===== config.mk =====
export PLATFORM = sky130hd
export DESIGN_NAME = pulse_width_mark_bit_classifier_core
export DESIGN_NICKNAME = d
export VERILOG_FILES = /design/src/design/pwmb_pkg.sv /design/src/design/pwmb_front.sv /design/src/design/pwmb_queue.sv /design/src/design/pwmb_back.sv /design/src/design/pulse_width_mark_bit_classifier_core.sv
export SDC_FILE = /design/constraint.sdc
export NUM_CORES = 1
export LEC_CHECK = 0
export ABC_AREA = 1
export BUFFER_PORTS_ARGS = -buffer_cell sky130_fd_sc_hd__buf_2
export CORE_UTILIZATION = 50
export DETAILED_ROUTE_END_ITERATION = 10
export HOLD_SLACK_MARGIN = 0.1
export PLACE_DENSITY_LB_ADDON = 0.2
export RECOVER_POWER = 100
export SYNTH_ARGS = -nofsm -noshare
export SYNTH_HDL_FRONTEND = slang
export SYNTH_HIERARCHICAL = 1
export SYNTH_SLANG_ARGS = --single-unit
export TNS_END_PERCENT = 50

===== constraint.sdc =====
create_clock -name i_clk -period 5.9 [get_ports i_clk]
set_input_delay 0.59 -clock i_clk [delete_from_list [all_inputs] [get_ports i_clk]]
set_output_delay 0.59 -clock i_clk [all_outputs]
set_load 0.05 [all_outputs]

===== src/design/pwmb_pkg.sv =====
// Shared types and constants for the pulse width mark and bit classifier.
`default_nettype none
package pwmb_pkg;

    localparam int unsigned TIME_W   = 32;
    localparam int unsigned MARK_W   = 4;
    localparam int unsigned BLOCK_W  = 8;
    localparam int unsigned CFG_IDX_W = 2;

    typedef enum logic [1:0] {
        PK_GLITCH = 2'd0,
        PK_MARK   = 2'd1,
        PK_DATA   = 2'd2,
        PK_EARLY  = 2'd3
    } t_pulse_kind;

    typedef enum logic [CFG_IDX_W-1:0] {
        CFG_GLITCH_LIMIT = 2'd0,
        CFG_MARK_MIN     = 2'd1,
        CFG_BIT_SPLIT    = 2'd2,
        CFG_MARKS_FINISH = 2'd3
    } t_cfg_index;

    localparam logic [TIME_W-1:0] RST_GLITCH_LIMIT = 32'd20;
    localparam logic [TIME_W-1:0] RST_MARK_MIN     = 32'd2000;
    localparam logic [TIME_W-1:0] RST_BIT_SPLIT    = 32'd300;
    localparam logic [MARK_W-1:0] RST_MARKS_FINISH = 4'd4;

    // One classified pulse handed from the front to the back.
    typedef struct packed {
        t_pulse_kind       kind;
        logic [TIME_W-1:0] width;
        logic [MARK_W-1:0] mark_index;
        logic              done;
    } t_pulse_item;

    // Queue status seen by both sides.
    typedef struct packed {
        logic full;
        logic not_empty;
    } t_queue_status;

endpackage
`default_nettype wire


===== src/design/pwmb_front.sv =====
// Front end: edge tracking, width measurement, glitch, mark, data and early classification.
`default_nettype none
module pwmb_front (
    input  wire logic                         i_clk,
    input  wire logic                         i_rst_n,
    input  wire logic                         i_fire,
    input  wire logic [pwmb_pkg::TIME_W-1:0]  i_edge_time_us,
    input  wire logic                         i_edge_level,
    input  wire logic [pwmb_pkg::TIME_W-1:0]  i_glitch_limit_us,
    input  wire logic [pwmb_pkg::TIME_W-1:0]  i_mark_min_us,
    input  wire logic [pwmb_pkg::MARK_W-1:0]  i_marks_to_finish,
    output logic                              o_push,
    output pwmb_pkg::t_pulse_item             o_item
);

    logic [pwmb_pkg::TIME_W-1:0] r_rise_time, n_rise_time;
    logic                        r_rise_seen, n_rise_seen;
    logic                        r_started, n_started;
    logic                        r_finished, n_finished;
    logic [pwmb_pkg::MARK_W-1:0] r_mark_count, n_mark_count;

    logic [pwmb_pkg::TIME_W-1:0] width;
    logic [pwmb_pkg::MARK_W-1:0] mark_inc;
    logic                        is_glitch;
    logic                        is_mark;
    logic                        reach_done;

    assign width      = i_edge_time_us - r_rise_time;
    assign is_glitch  = width <= i_glitch_limit_us;
    assign is_mark    = width >= i_mark_min_us;
    assign mark_inc   = (r_mark_count != '1) ? r_mark_count + 1'b1 : r_mark_count;
    assign reach_done = mark_inc >= i_marks_to_finish;

    always_comb begin
        n_rise_time  = r_rise_time;
        n_rise_seen  = r_rise_seen;
        n_started    = r_started;
        n_finished   = r_finished;
        n_mark_count = r_mark_count;
        o_push       = 1'b0;
        o_item.kind       = pwmb_pkg::PK_EARLY;
        o_item.width      = width;
        o_item.mark_index = r_mark_count;
        o_item.done       = 1'b0;
        if (i_fire && !r_finished) begin
            if (i_edge_level) begin
                n_rise_time = i_edge_time_us;
                n_rise_seen = 1'b1;
            end else if (r_rise_seen) begin
                n_rise_seen = 1'b0;
                o_push      = 1'b1;
                if (is_glitch) begin
                    o_item.kind = pwmb_pkg::PK_GLITCH;
                end else if (is_mark) begin
                    o_item.kind       = pwmb_pkg::PK_MARK;
                    o_item.mark_index = mark_inc;
                    o_item.done       = reach_done;
                    n_mark_count      = mark_inc;
                    n_started         = 1'b1;
                    n_finished        = reach_done;
                end else if (!r_started) begin
                    o_item.kind = pwmb_pkg::PK_EARLY;
                end else begin
                    o_item.kind = pwmb_pkg::PK_DATA;
                end
            end
        end
    end

    always_ff @(posedge i_clk) begin
        if (!i_rst_n) begin
            r_rise_time  <= '0;
            r_rise_seen  <= 1'b0;
            r_started    <= 1'b0;
            r_finished   <= 1'b0;
            r_mark_count <= '0;
        end else begin
            r_rise_time  <= n_rise_time;
            r_rise_seen  <= n_rise_seen;
            r_started    <= n_started;
            r_finished   <= n_finished;
            r_mark_count <= n_mark_count;
        end
    end

endmodule
`default_nettype wire


===== src/design/pwmb_queue.sv =====
// Short queue of classified pulses between the front and the back.
`default_nettype none
module pwmb_queue #(
    parameter int unsigned DEPTH = 2
) (
    input  wire logic                   i_clk,
    input  wire logic                   i_rst_n,
    input  wire logic                   i_push,
    input  wire pwmb_pkg::t_pulse_item  i_item,
    input  wire logic                   i_pop,
    output pwmb_pkg::t_pulse_item       o_item,
    output pwmb_pkg::t_queue_status     o_status
);

    localparam int unsigned PTR_W = $clog2(DEPTH);
    localparam int unsigned CNT_W = $clog2(DEPTH + 1);
    localparam logic [PTR_W-1:0] LAST = PTR_W'(DEPTH - 1);
    localparam logic [CNT_W-1:0] FULL_COUNT = CNT_W'(DEPTH);

    pwmb_pkg::t_pulse_item r_mem [DEPTH];
    logic [PTR_W-1:0] r_wr_ptr, n_wr_ptr;
    logic [PTR_W-1:0] r_rd_ptr, n_rd_ptr;
    logic [CNT_W-1:0] r_count, n_count;

    assign o_status.full      = r_count == FULL_COUNT;
    assign o_status.not_empty = r_count != '0;
    assign o_item             = r_mem[r_rd_ptr];

    always_comb begin
        n_wr_ptr = r_wr_ptr;
        n_rd_ptr = r_rd_ptr;
        n_count  = r_count;
        if (i_push) begin
            n_wr_ptr = (r_wr_ptr == LAST) ? '0 : r_wr_ptr + 1'b1;
        end
        if (i_pop) begin
            n_rd_ptr = (r_rd_ptr == LAST) ? '0 : r_rd_ptr + 1'b1;
        end
        if (i_push && !i_pop) begin
            n_count = r_count + 1'b1;
        end else if (!i_push && i_pop) begin
            n_count = r_count - 1'b1;
        end
    end

    always_ff @(posedge i_clk) begin
        if (i_push) begin
            r_mem[r_wr_ptr] <= i_item;
        end
    end

    always_ff @(posedge i_clk) begin
        if (!i_rst_n) begin
            r_wr_ptr <= '0;
            r_rd_ptr <= '0;
            r_count  <= '0;
        end else begin
            r_wr_ptr <= n_wr_ptr;
            r_rd_ptr <= n_rd_ptr;
            r_count  <= n_count;
        end
    end

`ifndef SYNTH
    a_no_push_full: assert property (@(posedge i_clk) disable iff (!i_rst_n)
        o_status.full |-> !i_push)
        else $error("Pulse written into a full queue.");

    a_no_pop_empty: assert property (@(posedge i_clk) disable iff (!i_rst_n)
        !o_status.not_empty |-> !i_pop)
        else $error("Pulse taken from an empty queue.");

    a_count_bound: assert property (@(posedge i_clk) disable iff (!i_rst_n)
        r_count <= FULL_COUNT)
        else $error("Queue count beyond its depth.");

    a_count_step: assert property (@(posedge i_clk) disable iff (!i_rst_n)
        (i_push && !i_pop) |=> r_count == $past(r_count) + 1'b1)
        else $error("Queue count did not follow a lone write.");
`endif

endmodule
`default_nettype wire


===== src/design/pwmb_back.sv =====
// Back end: bit decoding, block tracking, running totals and the result register.
`default_nettype none
module pwmb_back (
    input  wire logic                          i_clk,
    input  wire logic                          i_rst_n,
    input  wire pwmb_pkg::t_pulse_item         i_item,
    input  wire pwmb_pkg::t_queue_status       i_status,
    input  wire logic [pwmb_pkg::TIME_W-1:0]   i_bit_split_us,
    input  wire logic                          i_out_stall,
    output logic                               o_pop,
    output logic                               o_out_valid,
    output logic [1:0]                         o_pulse_kind,
    output logic                               o_bit_value,
    output logic [pwmb_pkg::TIME_W-1:0]        o_pulse_width_us,
    output logic                               o_block_start,
    output logic [pwmb_pkg::BLOCK_W-1:0]       o_block_index,
    output logic [pwmb_pkg::MARK_W-1:0]        o_mark_index,
    output logic                               o_capture_done,
    output logic [pwmb_pkg::TIME_W-1:0]        o_bit_total,
    output logic [pwmb_pkg::TIME_W-1:0]        o_glitch_total
);

    logic                         r_valid;
    logic                         r_block_open, n_block_open;
    logic [pwmb_pkg::BLOCK_W-1:0] r_block_count, n_block_count;
    logic [pwmb_pkg::TIME_W-1:0]  r_bit_count, n_bit_count;
    logic [pwmb_pkg::TIME_W-1:0]  r_glitch_count, n_glitch_count;
    logic                         n_start;
    logic                         n_bit;

    logic [1:0]                   r_kind;
    logic                         r_bit;
    logic [pwmb_pkg::TIME_W-1:0]  r_width;
    logic                         r_start;
    logic [pwmb_pkg::MARK_W-1:0]  r_mark_index;
    logic                         r_done;

    assign o_pop = i_status.not_empty && (!r_valid || !i_out_stall);

    always_comb begin
        n_block_open   = r_block_open;
        n_block_count  = r_block_count;
        n_bit_count    = r_bit_count;
        n_glitch_count = r_glitch_count;
        n_start        = 1'b0;
        n_bit          = 1'b0;
        case (i_item.kind)
            pwmb_pkg::PK_GLITCH: begin
                if (r_glitch_count != '1) begin
                    n_glitch_count = r_glitch_count + 1'b1;
                end
            end
            pwmb_pkg::PK_MARK: begin
                n_block_open = 1'b0;
            end
            pwmb_pkg::PK_DATA: begin
                n_bit = i_item.width >= i_bit_split_us;
                if (r_bit_count != '1) begin
                    n_bit_count = r_bit_count + 1'b1;
                end
                if (!r_block_open) begin
                    n_block_open = 1'b1;
                    n_start      = 1'b1;
                    if (r_block_count != '1) begin
                        n_block_count = r_block_count + 1'b1;
                    end
                end
            end
            default: begin
            end
        endcase
    end

    always_ff @(posedge i_clk) begin
        if (!i_rst_n) begin
            r_valid        <= 1'b0;
            r_block_open   <= 1'b0;
            r_block_count  <= '0;
            r_bit_count    <= '0;
            r_glitch_count <= '0;
        end else begin
            if (o_pop) begin
                r_valid        <= 1'b1;
                r_block_open   <= n_block_open;
                r_block_count  <= n_block_count;
                r_bit_count    <= n_bit_count;
                r_glitch_count <= n_glitch_count;
            end else if (!i_out_stall) begin
                r_valid <= 1'b0;
            end
        end
    end

    always_ff @(posedge i_clk) begin
        if (o_pop) begin
            r_kind       <= i_item.kind;
            r_bit        <= n_bit;
            r_width      <= i_item.width;
            r_start      <= n_start;
            r_mark_index <= i_item.mark_index;
            r_done       <= i_item.done;
        end
    end

    assign o_out_valid      = r_valid;
    assign o_pulse_kind     = r_kind;
    assign o_bit_value      = r_bit;
    assign o_pulse_width_us = r_width;
    assign o_block_start    = r_start;
    assign o_block_index    = r_block_count;
    assign o_mark_index     = r_mark_index;
    assign o_capture_done   = r_done;
    assign o_bit_total      = r_bit_count;
    assign o_glitch_total   = r_glitch_count;

`ifndef SYNTH
    a_hold_stalled: assert property (@(posedge i_clk) disable iff (!i_rst_n)
        (r_valid && i_out_stall) |=> r_valid && $stable(r_bit_count) && $stable(r_width))
        else $error("Stalled result changed.");

    a_start_is_data: assert property (@(posedge i_clk) disable iff (!i_rst_n)
        (r_valid && r_start) |-> r_kind == pwmb_pkg::PK_DATA && r_block_open)
        else $error("Block start on a pulse that is no data bit.");

    a_done_is_mark: assert property (@(posedge i_clk) disable iff (!i_rst_n)
        (r_valid && r_done) |-> r_kind == pwmb_pkg::PK_MARK)
        else $error("Capture finished on a pulse that is no mark.");
`endif

endmodule
`default_nettype wire


===== src/design/pulse_width_mark_bit_classifier_core.sv =====
// Top level of the pulse width mark and bit classifier.
//
//  channel   direction  handshake                 payload
//  edge in   input      i_in_valid / o_in_stall   i_edge_time_us, i_edge_level
//  pulse out output     o_out_valid / i_out_stall pulse kind, width, indexes, totals
//  config    input      i_cfg_we                  i_cfg_index, i_cfg_data
//
// One edge beat is accepted per cycle while the pulse queue has room.
// A measured pulse is written into the queue, then registered at the output when the back pops it.
// The front tracks edges and marks; the back keeps totals behind a QUEUE_DEPTH queue.
// A stalled output holds its beat; the front keeps taking beats until the queue fills.
// Reset is synchronous and restores the configuration defaults.
`default_nettype none
module pulse_width_mark_bit_classifier_core #(
    parameter int unsigned QUEUE_DEPTH = 2
) (
    input  wire logic                            i_clk,
    input  wire logic                            i_rst_n,
    input  wire logic                            i_in_valid,
    output logic                                 o_in_stall,
    input  wire logic [pwmb_pkg::TIME_W-1:0]     i_edge_time_us,
    input  wire logic                            i_edge_level,
    output logic                                 o_out_valid,
    input  wire logic                            i_out_stall,
    output logic [1:0]                           o_pulse_kind,
    output logic                                 o_bit_value,
    output logic [pwmb_pkg::TIME_W-1:0]          o_pulse_width_us,
    output logic                                 o_block_start,
    output logic [pwmb_pkg::BLOCK_W-1:0]         o_block_index,
    output logic [pwmb_pkg::MARK_W-1:0]          o_mark_index,
    output logic                                 o_capture_done,
    output logic [pwmb_pkg::TIME_W-1:0]          o_bit_total,
    output logic [pwmb_pkg::TIME_W-1:0]          o_glitch_total,
    input  wire logic                            i_cfg_we,
    input  wire logic [pwmb_pkg::CFG_IDX_W-1:0]  i_cfg_index,
    input  wire logic [pwmb_pkg::TIME_W-1:0]     i_cfg_data
);

    logic [pwmb_pkg::TIME_W-1:0] r_glitch_limit;
    logic [pwmb_pkg::TIME_W-1:0] r_mark_min;
    logic [pwmb_pkg::TIME_W-1:0] r_bit_split;
    logic [pwmb_pkg::MARK_W-1:0] r_marks_finish;

    logic                    fire;
    logic                    push;
    logic                    pop;
    pwmb_pkg::t_pulse_item   front_item;
    pwmb_pkg::t_pulse_item   head_item;
    pwmb_pkg::t_queue_status status;

    assign o_in_stall = status.full;
    assign fire       = i_in_valid && !status.full;

    always_ff @(posedge i_clk) begin
        if (!i_rst_n) begin
            r_glitch_limit <= pwmb_pkg::RST_GLITCH_LIMIT;
            r_mark_min     <= pwmb_pkg::RST_MARK_MIN;
            r_bit_split    <= pwmb_pkg::RST_BIT_SPLIT;
            r_marks_finish <= pwmb_pkg::RST_MARKS_FINISH;
        end else if (i_cfg_we) begin
            case (pwmb_pkg::t_cfg_index'(i_cfg_index))
                pwmb_pkg::CFG_GLITCH_LIMIT: r_glitch_limit <= i_cfg_data;
                pwmb_pkg::CFG_MARK_MIN:     r_mark_min     <= i_cfg_data;
                pwmb_pkg::CFG_BIT_SPLIT:    r_bit_split    <= i_cfg_data;
                pwmb_pkg::CFG_MARKS_FINISH: r_marks_finish <= i_cfg_data[pwmb_pkg::MARK_W-1:0];
                default: begin
                end
            endcase
        end
    end

    pwmb_front u_front (
        .i_clk             (i_clk),
        .i_rst_n           (i_rst_n),
        .i_fire            (fire),
        .i_edge_time_us    (i_edge_time_us),
        .i_edge_level      (i_edge_level),
        .i_glitch_limit_us (r_glitch_limit),
        .i_mark_min_us     (r_mark_min),
        .i_marks_to_finish (r_marks_finish),
        .o_push            (push),
        .o_item            (front_item)
    );

    pwmb_queue #(
        .DEPTH (QUEUE_DEPTH)
    ) u_queue (
        .i_clk    (i_clk),
        .i_rst_n  (i_rst_n),
        .i_push   (push),
        .i_item   (front_item),
        .i_pop    (pop),
        .o_item   (head_item),
        .o_status (status)
    );

    pwmb_back u_back (
        .i_clk            (i_clk),
        .i_rst_n          (i_rst_n),
        .i_item           (head_item),
        .i_status         (status),
        .i_bit_split_us   (r_bit_split),
        .i_out_stall      (i_out_stall),
        .o_pop            (pop),
        .o_out_valid      (o_out_valid),
        .o_pulse_kind     (o_pulse_kind),
        .o_bit_value      (o_bit_value),
        .o_pulse_width_us (o_pulse_width_us),
        .o_block_start    (o_block_start),
        .o_block_index    (o_block_index),
        .o_mark_index     (o_mark_index),
        .o_capture_done   (o_capture_done),
        .o_bit_total      (o_bit_total),
        .o_glitch_total   (o_glitch_total)
    );

endmodule
`default_nettype wire


==> run metrics, run 1 <==
post-synthesis mux area share roughly 2.5%; Slew Limit Fails 415; P_sw ~2900 uW; DRT antenna net count 0; initial DRC count between 700 and 800; leading post-synthesis cells by cell area dfxtp_1 (23%), edfxtp_1 (19%), nand2_1 (12%); IO Count 187; vias per cell a little over 5; core footprint 0.0369 mm2; Post-synth EDFFs 119; prevailing post-synth register cell dfxtp_1; sequential-to-total area share from yosys stat between 40% and 50%; Warnings, synthesis 6; Critical Path Fanout Max 74; fin crit share around three quarters; Setup TNS 0 ps; Syn Inst Count about 2,400; total internal power approximately 5000 uW; deepest clock path buffer count 3; Post CTS Setup Buffer Count 0; simple logic cell fraction of the synthesized area around a quarter; clock root buffer clkbuf_16; Skew-Pair Late Insertion Delay around 550 ps; #FFs+latches synth roughly 340; CTS Buf Count 39; compound-cell area share of the yosys netlist between 9 and 10%; Hold-fix buffers, CTS 0; critical path class primary input to flop; synth cell count leaders nand2_1 (607), inv_1 (333), nor2_1 (327), dfxtp_1 (218), a21oi_1 (198); Leakage 0.00891 uW; fraction of layout cells with a size suffix above 1 between 6 and 7%; Die ar. between 0.03 and 0.04 mm2; Die Wd between 150 and 200 um; Post-CTS Resized 0; Total Wirelength roughly 47,000 um; Starting Density between 50% and 60%; R2R Path End u_queue/r_mem[0][24]$_DFFE_PP_; Clock Sinks between 300 and 400; asr flop ratio synth 0%; CP Capture Type flop; HPWL after detailed placement 34,100 um; Clock power frac approximately a third; Final Hold Viols 0; synthesis-to-layout area growth 12.2%; top cell type's share of synthesized area roughly 23%; sequential power share 36.8%; Yosys cell types 55; Sw Ratio a little over a third; HP Start i_cfg_data[8]; CTS H-tree depth 2; nets roughly 2,800; largest net degree at the start of global routing between 80 and 90; Peak VDD IR around 220 uV; syn avg cell area 7.73 um2; first-pass GRT wire length approximately 76,000 um; Setup crit start kind primary input; final setup vio count 0; relative slew slack -135%; pre-CTS setup slack between 1500 and 2000 ps; Die Y-Extent ~200 um; Fillers around 3,500; outcome finished with violations; R2R depth 8; PortBufs between 150 and 200; RSZ-0062 raised after global routing no; wire length per cell 15.1 um; total number of vias 15,900; FMAX about 220 MHz; Congestion Overflow GR 0; largest family of logic cells by synthesized area simple AND/OR/NAND/NOR gates; Fin Clk Skew 19.5 ps; final core occ a little under three fifths; Synth Area in XOR/XNOR under 10%; Syn Std Cell Area 0.0189 mm2; most numerous cell in the Yosys netlist nand2_1; TritonCTS clock tree yes; failing checks max-capacitance violations, max-slew violations; worst hold path class primary input to flop; worst reg-to-reg setup slack roughly 1500 ps; PwrDens roughly 370 mW/mm2; Final WS setup approximately 1400 ps; final std cells w/o fill ~3,100; hold path cells 3; Post-Place Cells between 3,000 and 4,000; GR Util All Layers roughly a quarter; syn nets 2,649; crit path DAT around 5000 ps; Critical R2R Launch u_queue/r_count[1]$_SDFFE_PN0P_; Hold Path Sink r_bit_split[8]$_SDFFE_PN1P_; vias in the first global route roughly 15,000; # Max-Cap Violations 8; RD Place Congestion slightly above 0.9; TritonRoute pass-1 iters 5; Crit path required time approximately 6400 ps; cell taking the most area after synthesis dfxtp_1; Post-Synth Adder-Cell Area a little under a tenth; antenna violations before repair 0; FP Rows 70; min Tclk post-route about 4500 ps; combinational share of power a little under a third; worst slew pin tran roughly 3500 ps; Post-route DRC 0; Diodes inserted 0; CTS clk-pin slew, worst paths approximately 60 ps
[layer usage]
layer	vias to the layer above	global-route usage [%]	wire, um
met4	0	7.70	1080
met2	365	43.5	22800
met5	-	0	0
li1	8111	-	-
met3	67	2.99	2170
met1	7309	31.5	21300
[metrics by stage]
step,total power [uW],area [um2],hold WS (ps)
global placement,5340,20100,437
floorplan,4780,18900,427
global route,8250,21200,273
detailed placement,5400,20100,449
CTS,7970,21500,250
finish,7810,21200,283
[worst max path at each step]
stage | endpoint | cells after the start | start
2_1_floorplan | u_queue/r_mem[0][1]$_DFFE_PP_ | 26 | i_edge_time_us[0]
3_3_place_gp | u_queue/r_mem[0][4]$_DFFE_PP_ | 24 | i_edge_time_us[0]
3_5_place_dp | u_queue/r_mem[0][2]$_DFFE_PP_ | 24 | i_edge_time_us[0]
4_1_cts | u_queue/r_mem[1][4]$_DFFE_PP_ | 21 | u_front/r_rise_time[2]$_SDFFE_PN0P_
5_1_grt | r_mark_min[18]$_SDFFE_PN0P_ | 7 | i_cfg_we
6_report | r_mark_min[23]$_SDFFE_PN0P_ | 7 | i_cfg_we
[power groups by stage]
stage	combinational, uW	sequential, uW	clock (uW)
floorplan	1430	3350	0
global placement	2430	2910	0
detailed placement	2480	2910	0
CTS	2500	2870	2600
global route	2660	2900	2690
finish	2390	2870	2540
[placed cells by master, fill, tap and decap left out, types with 76 or more instances in the layout]
master	Yosys	final
a21oi_1	198	208
clkbuf_1	26	128
dfxtp_1	218	218
edfxtp_1	119	119
ha_1	138	138
inv_1	333	336
nand2_1	607	611
nand3_1	87	89
nor2_1	327	329
o21ai_0	74	76
[critical path, stage by stage]
cell and delay (ps):
buf_2 80, clkbuf_1 2460, nand3_2 880, buf_4 550, nand2_1 130, nand2_1 50
nor2_1 120
[flip-flops by register name (all words and copies together) (netlist names), 2 cells and up, named ones only]
| name | count |
|---|---|
| u_back/o_bit_total | 32 |
| u_back/o_pulse_width_us | 32 |
| r_marks_finish | 4 |
| u_back/o_glitch_total | 32 |
| u_back/o_pulse_kind | 2 |
| u_back/o_mark_index | 4 |
| r_bit_split | 32 |
| u_front/r_rise_time | 32 |
| u_front/r_mark_count | 4 |
| r_mark_min | 32 |
| u_back/o_block_index | 8 |
| u_queue/r_count | 2 |
| u_queue/r_mem | 78 |
| r_glitch_limit | 32 |
[logic make-up after synthesis]
kind of cell / count (synthesis)
mux: 39
buf+inv: 420
compound gates: 321
xor+xnor: 71
flops: 337
simple gates: 1111
fa+ha+maj: 139
[layout make-up]
type | instances | area [um2] | area share (%)
multi-input cells | 1681 | 9100 | 43.0
repair buffers | 194 | 827 | 3.91
well taps | 504 | 631 | 2.98
clock inverters | 20 | 259 | 1.22
flip-flops and latches | 337 | 7940 | 37.5
inverters | 348 | 1310 | 6.18
clock buffers | 52 | 1100 | 5.18
Power figures use the tool's default switching activity.
==> inputs of run 2 (changes only) <==
==> constraint.sdc (replaced) <==
create_clock -name i_clk -period 4.32 [get_ports i_clk]
set_input_delay 0.432 -clock i_clk [delete_from_list [all_inputs] [get_ports i_clk]]
set_output_delay 0.432 -clock i_clk [all_outputs]
set_load 0.05 [all_outputs]
==> run 2 against run 1 <==
The flow still finishes with violations (max-capacitance violations, max-slew violations). Power is 35% higher. Non-clock buffer count grew 6. Die area stayed put. Global-route usage is 0.19 points lower. Clock power is 31% higher. Sequential cell count did not move. Count of clock-buffer cells in the layout fell by 1. Routed wire length unchanged. Critical endpoint is now u_queue/r_mem[1][2]$_DFFE_PP_.
==> run metrics, run 2 (same netlist as run 1, synthesis figures left out) <==
outcome finished with violations; failing checks max-capacitance violations, max-slew violations; worst hold path class primary input to flop; Crit path required time 4610 ps (-1760 ps); relative slew slack -112% (+23 points); vias per cell 5.07 (+0.21%); TritonCTS clock tree yes; Hold-fix buffers, CTS 0 (unchanged); Congestion Overflow GR 0 (unchanged); antenna violations before repair 0 (unchanged); largest net degree at the start of global routing 71 (-14%); DRT antenna net count 0 (unchanged); PwrDens 500 mW/mm2 (+36%); first-pass GRT wire length 75,500 um (-0.66%); hold path cells 3 (unchanged); Critical Path Fanout Max 5 (-93%); IO Count 187 (unchanged); Total Wirelength 47,300 um (unchanged); CTS H-tree depth 2 (unchanged); RSZ-0062 raised after global routing no; Final WS setup 282 ps (-1120 ps); Fillers 3,516 (-0.79%); synthesis-to-layout area growth 12.0%; fin crit share between 90 and 100%; Slew Limit Fails 301 (-27%); deepest clock path buffer count 3 (unchanged); FMAX between 200 and 250 MHz; R2R Path End u_queue/r_mem[1][2]$_DFFE_PP_; Leakage 0.00892 uW (about the same); worst reg-to-reg setup slack 280 ps (-1220 ps); Clock Sinks 337 (unchanged); initial DRC count 734 (-6.9%); # Max-Cap Violations 6 (-2); Post CTS Setup Buffer Count 0 (unchanged); Die Wd 196 um (unchanged); Diodes inserted 0 (unchanged); FP Rows 70 (unchanged); worst slew pin tran 3160 ps (-364 ps); area of the multi-input gates 0.00911 mm2 (+0.14%); core footprint 0.0369 mm2 (unchanged); post-route design area 0.0211 mm2 (-0.16%); vias in the first global route 15,000 (-1.3%); nets 2,819 (+0.25%); Hold Path Sink r_bit_split[8]$_SDFFE_PN1P_; Starting Density 51.1% (unchanged); Final Total Pwr 10,600 uW (+35%); most common cell after layout, fill and taps aside nand2_1; total number of vias 15,900 (+0.40%); CTS clk-pin slew, worst paths 60 ps (about the same); Die ar. 0.0385 mm2 (unchanged); Top reg by flops u_queue/r_mem; Setup crit start kind flop; commonest cells after routing, fill and taps aside nand2_1 (610), inv_1 (336), nor2_1 (328); HPWL after detailed placement 34,600 um (+1.5%); critical path class flop to flop; PortBufs 186 (unchanged); Critical Path Source u_front/r_rise_time[2]$_SDFFE_PN0P_; final setup vio count 0 (unchanged); TritonRoute pass-1 iters 5 (unchanged); HP Start i_cfg_data[8]; Critical R2R Launch u_front/r_rise_time[2]$_SDFFE_PN0P_; Post-CTS Resized 0 (unchanged); Peak VDD IR 341 uV (+58%); GR Util All Layers 24.5% (-0.19 points); Post-route DRC 0 (unchanged); Setup TNS 0 ps (unchanged); Final Hold Viols 0 (unchanged); total area of sequential cells 0.00794 mm2 (unchanged); CP Capture Type flop; fraction of layout cells with a size suffix above 1 7.09% (+0.17 points); max FFs per register 78 (unchanged); min Tclk post-route approximately 4000 ps; R2R depth 19 (+11); clock root buffer clkbuf_16; Skew-Pair Late Insertion Delay 550 ps (about the same); CTS Buf Count 40 (+2.6%); Post-DP Area 0.0202 mm2 (+0.22%); wire length per cell 15.1 um (-0.19%); crit path DAT 4330 ps (-650 ps); RD Place Congestion 0.922 (+1.3%); Fin Clk Skew 19.1 ps (-0.399 ps); Die Y-Extent 196 um (unchanged); pre-CTS setup slack 124 ps (-1610 ps); final core occ 57.3% (-0.092 points)
run 2: changes by cell type in the layout (fill, tap and decap cells not counted), moves of 3 or more:
cell      change
clkinv_4      -3
clkbuf_2      +3
clkinv_2      +6
clkbuf_1      +5
clkbuf_8      -3
run 2: final cells by class:
cell class | count | share of cell area (%)
multi-input cells | 1681 | 43.1
flip-flops and latches | 337 | 37.6
inverters | 348 | 6.20
clock buffers | 51 | 5.13
repair buffers | 200 | 4.03
well taps | 504 | 2.99
clock inverters | 21 | 0.942
run 2: where the power goes:
part / internal [uW] / switching, uW / total, uW
sequential: 3770 / 151 / 3920
clock: 2000 / 1330 / 3340
combinational: 906 / 2410 / 3310
run 2: how the worst max path moves through the flow:
stage,depth (start not counted),end
floorplan,7,u_queue/r_mem[0][0]$_DFFE_PP_
global placement,25,u_queue/r_mem[0][2]$_DFFE_PP_
detailed placement,25,u_queue/r_mem[1][3]$_DFFE_PP_
CTS,23,u_queue/r_mem[1][2]$_DFFE_PP_
global route,23,u_queue/r_mem[0][1]$_DFFE_PP_
finish,19,u_queue/r_mem[1][2]$_DFFE_PP_
run 2: critical path: stages, from the launching register on:
cell and delay (ps):
dfxtp_1 300, inv_1 50, ha_1 330, a21oi_1 160, nand2_1 120, a21oi_1 420
inv_2 90, a21oi_2 220, o21ai_0 140, xnor2_1 460, ha_1 360, a21oi_1 190
o21a_1 150, nand2_1 60, a21oi_1 270, a21oi_2 140, nand3_2 120, nand2_1 70
nand2_1 70, inv_1 60
run 2: through the flow:
| stage | cells | hold WS [ps] |
|---|---|---|
| 2_1_floorplan | 2438 | 427 |
| 3_3_place_gp | 3070 | 443 |
| 3_5_place_dp | 3070 | 444 |
| 4_1_cts | 3142 | 110 |
| 5_1_grt | 3142 | 135 |
| 6_report | 3142 | 136 |
run 2: per-layer routing:
| layer | track usage, % | routed length, um |
|---|---|---|
| met1 | 31.7 | 21500 |
| met2 | 42.3 | 22500 |
| met3 | 3.66 | 2310 |
| met4 | 7.00 | 1110 |
| met5 | 0 | 0 |
==> inputs of run 3 (changes only) <==
--- a/config.mk
+++ b/config.mk
@@ -10,7 +10,7 @@
 export CORE_UTILIZATION = 50
 export DETAILED_ROUTE_END_ITERATION = 10
 export HOLD_SLACK_MARGIN = 0.1
-export PLACE_DENSITY_LB_ADDON = 0.2
+export PLACE_DENSITY = 0.69
 export RECOVER_POWER = 100
 export SYNTH_ARGS = -nofsm -noshare
 export SYNTH_HDL_FRONTEND = slang
==> run 3 against run 2 <==
The flow still finishes with violations (max-capacitance violations, max-slew violations). Utilization hardly changed. Power is 1.4% lower. Maximum frequency is 2.6% higher. Routed wire length is 0.89% higher. Critical path depth is 8 lower. Critical path type unchanged. Worst hold slack better by 18 ps.
==> run metrics, run 3 (same netlist as run 1, synthesis figures left out) <==
met1 usage in global routing 31.4% (-0.35 points); PortBufs 186 (unchanged); met2 GRT Util 43.6% (+1.3 points); crit path DAT 4270 ps (-60 ps); Post CTS Setup Buffer Count 0 (unchanged); worst hold path class primary input to flop; R2R Path End u_back/o_glitch_total[17]$_SDFFE_PN0P_; worst reg-to-reg setup slack 380 ps (+100 ps); R2R depth 11 (-8); sequential power share 37.8% (+0.7 points); Starting Density 51.1% (unchanged); deepest clock path buffer count 3 (unchanged); Leakage 0.00891 uW (-0.14%); FMAX 254 MHz (+2.6%); pre-CTS setup slack 320 ps (+196 ps); Die Y-Extent 196 um (unchanged); Setup TNS 0 ps (unchanged); Die Wd 196 um (unchanged); Hold-fix buffers, CTS 0 (unchanged); CTS clk-pin slew, worst paths 50 ps (about the same); TritonCTS clock tree yes; Post-CTS Resized 0 (unchanged); Slew Limit Fails 254 (-16%); GR Util All Layers 24.8% (+0.31 points); CTS H-tree depth 2 (unchanged); max incr delay on CP 860 ps (+400 ps); most common cell after layout, fill and taps aside nand2_1; Clock Sinks 337 (unchanged); Crit path required time 4650 ps (+40 ps); HPWL after detailed placement 34,500 um (-0.16%); endpoint of the worst setup timing path u_back/o_glitch_total[17]$_SDFFE_PN0P_; Setup crit start kind flop; critical path class flop to flop; DRT antenna net count 0 (unchanged); combinational share of power 31.8% (+0.4 points); Sw Ratio 37.0% (+0.20 points); final setup vio count 0 (unchanged); largest net degree at the start of global routing 154 (+120%); P_sw 3860 uW (-0.83%); max FFs per register 78 (unchanged); Diodes inserted 0 (unchanged); slowest CP cell dfxtp_1; fin crit share 91.1% (-2.3 points); Post-route DRC 0 (unchanged); Worst Hold Slack 154 ps (+17.7 ps); GRT busiest layer met2; CP Capture Type flop; vias in the first global route 15,300 (+2.0%); worst slew pin tran 2800 ps (-366 ps); commonest cells after routing, fill and taps aside nand2_1 (607), inv_1 (335), nor2_1 (329); clock root buffer clkbuf_16; CTS Buf Count 40 (unchanged); Final Total Pwr 10,400 uW (-1.4%); FP Rows 70 (unchanged); Final Hold Viols 0 (unchanged); met3 usage 3.35% (-0.31 points); Skew-Pair Late Insertion Delay 550 ps (about the same); Die ar. 0.0385 mm2 (unchanged); wire length per cell 15.2 um (+0.83%); min Tclk post-route 3940 ps (-101 ps); RSZ-0062 raised after global routing no; TritonRoute pass-1 iters 5 (unchanged); failing checks max-capacitance violations, max-slew violations; Final WS setup 383 ps (+101 ps); nets 2,822 (+0.11%); first-pass GRT wire length 76,600 um (+1.5%); Critical Path Fanout Max 35 (+30); vias per cell 5.04 (-0.43%); # Max-Cap Violations 6 (unchanged); PwrDens 494 mW/mm2 (-1.3%); fraction of layout cells with a size suffix above 1 7.31% (+0.22 points); initial DRC count 870 (+19%); synthesis-to-layout area growth 12.0% (about the same); Top reg by flops u_queue/r_mem; antenna violations before repair 0 (unchanged); total internal power 6560 uW (-1.7%); Clock power frac 30.4% (-1.2 points); total number of vias 15,900 (-0.36%); RD Place Congestion 0.916 (-0.65%); outcome finished with violations; Peak VDD IR 335 uV (-1.8%); core footprint 0.0369 mm2 (unchanged); Total Wirelength 47,800 um (+0.89%); Fin Clk Skew 20.9 ps (+1.81 ps); relative slew slack -86.5% (+25 points); Congestion Overflow GR 0 (unchanged); IO Count 187 (unchanged); crit-path cells clkbuf_1 > mux2_1 > inv_1 > ha_1 > inv_1 > nor2_1 > nand2_4 > inv_2 > nand3_1 > nand2_1 > nor2_1
[run 3: cell types whose count changed in the layout (fill, tap and decap cells not counted), moves of 2 or more]
cell,before,now
a21oi_2,6,8
clkinv_1,11,7
clkbuf_1,133,138
bufinv_16,4,0
nand2_1,610,607
nand2_4,1,3
inv_2,7,10
a21oi_1,207,205
clkbuf_8,2,6
[run 3: power groups by stage]
stage               combinational [uW]  sequential [uW]  clock [uW]
finish                            3310             3930        3170
floorplan                         1950             4580           0
global route                      3680             3970        3370
CTS                               3460             3920        3260
global placement                  3370             3980           0
detailed placement                3440             3980           0
[run 3: per-layer routing]
metal,vias up,wire length [um]
met2,318,22600
li1,8134,-
met3,85,2070
met1,7321,21700
met4,0,1320
met5,-,0
[run 3: critical path: cells and delay by family (launching register included)]
| family | cells | cell delay, ps |
|---|---|---|
| simple gates | 5 | 830 |
| flops | 1 | 860 |
| fa+ha+maj | 1 | 130 |
| buf+inv | 4 | 1440 |
| mux | 1 | 450 |
[run 3: how the worst min path moves through the flow]
stage          slack [ps]                                  end  cells after the start                                 from
2_1_floorplan         430  u_front/r_rise_time[0]$_SDFFE_PN0P_                      2  u_front/r_rise_time[0]$_SDFFE_PN0P_
3_3_place_gp          440           r_mark_min[4]$_SDFFE_PN1P_                      2           r_mark_min[4]$_SDFFE_PN1P_
3_5_place_dp          440           r_mark_min[7]$_SDFFE_PN1P_                      2           r_mark_min[7]$_SDFFE_PN1P_
4_1_cts               130          r_bit_split[8]$_SDFFE_PN1P_                      3                        i_cfg_data[8]
5_1_grt               150         r_bit_split[27]$_SDFFE_PN0P_                      3                       i_cfg_data[27]
6_report              150          r_bit_split[8]$_SDFFE_PN1P_                      3                        i_cfg_data[8]
[run 3: layout make-up]
cell class                 count  area [um2]
inverter                     348        1310
timing repair buffer         203         878
clock buffer                  58        1170
sequential                   337        7940
fill                        3549       15800
tap                          504         631
multi-input combinational   1681        9130
clock inverter                13        60.1
[run 3: metrics by stage]
stage          cell area [um2]  instances  utilization [%]
2_1_floorplan            18900       2438                -
3_3_place_gp             20200       3073             54.8
3_5_place_dp             20200       3073             54.8
4_1_cts                  21400       3144             58.1
5_1_grt                  21100       3144             57.3
6_report                 21100       3144             57.3
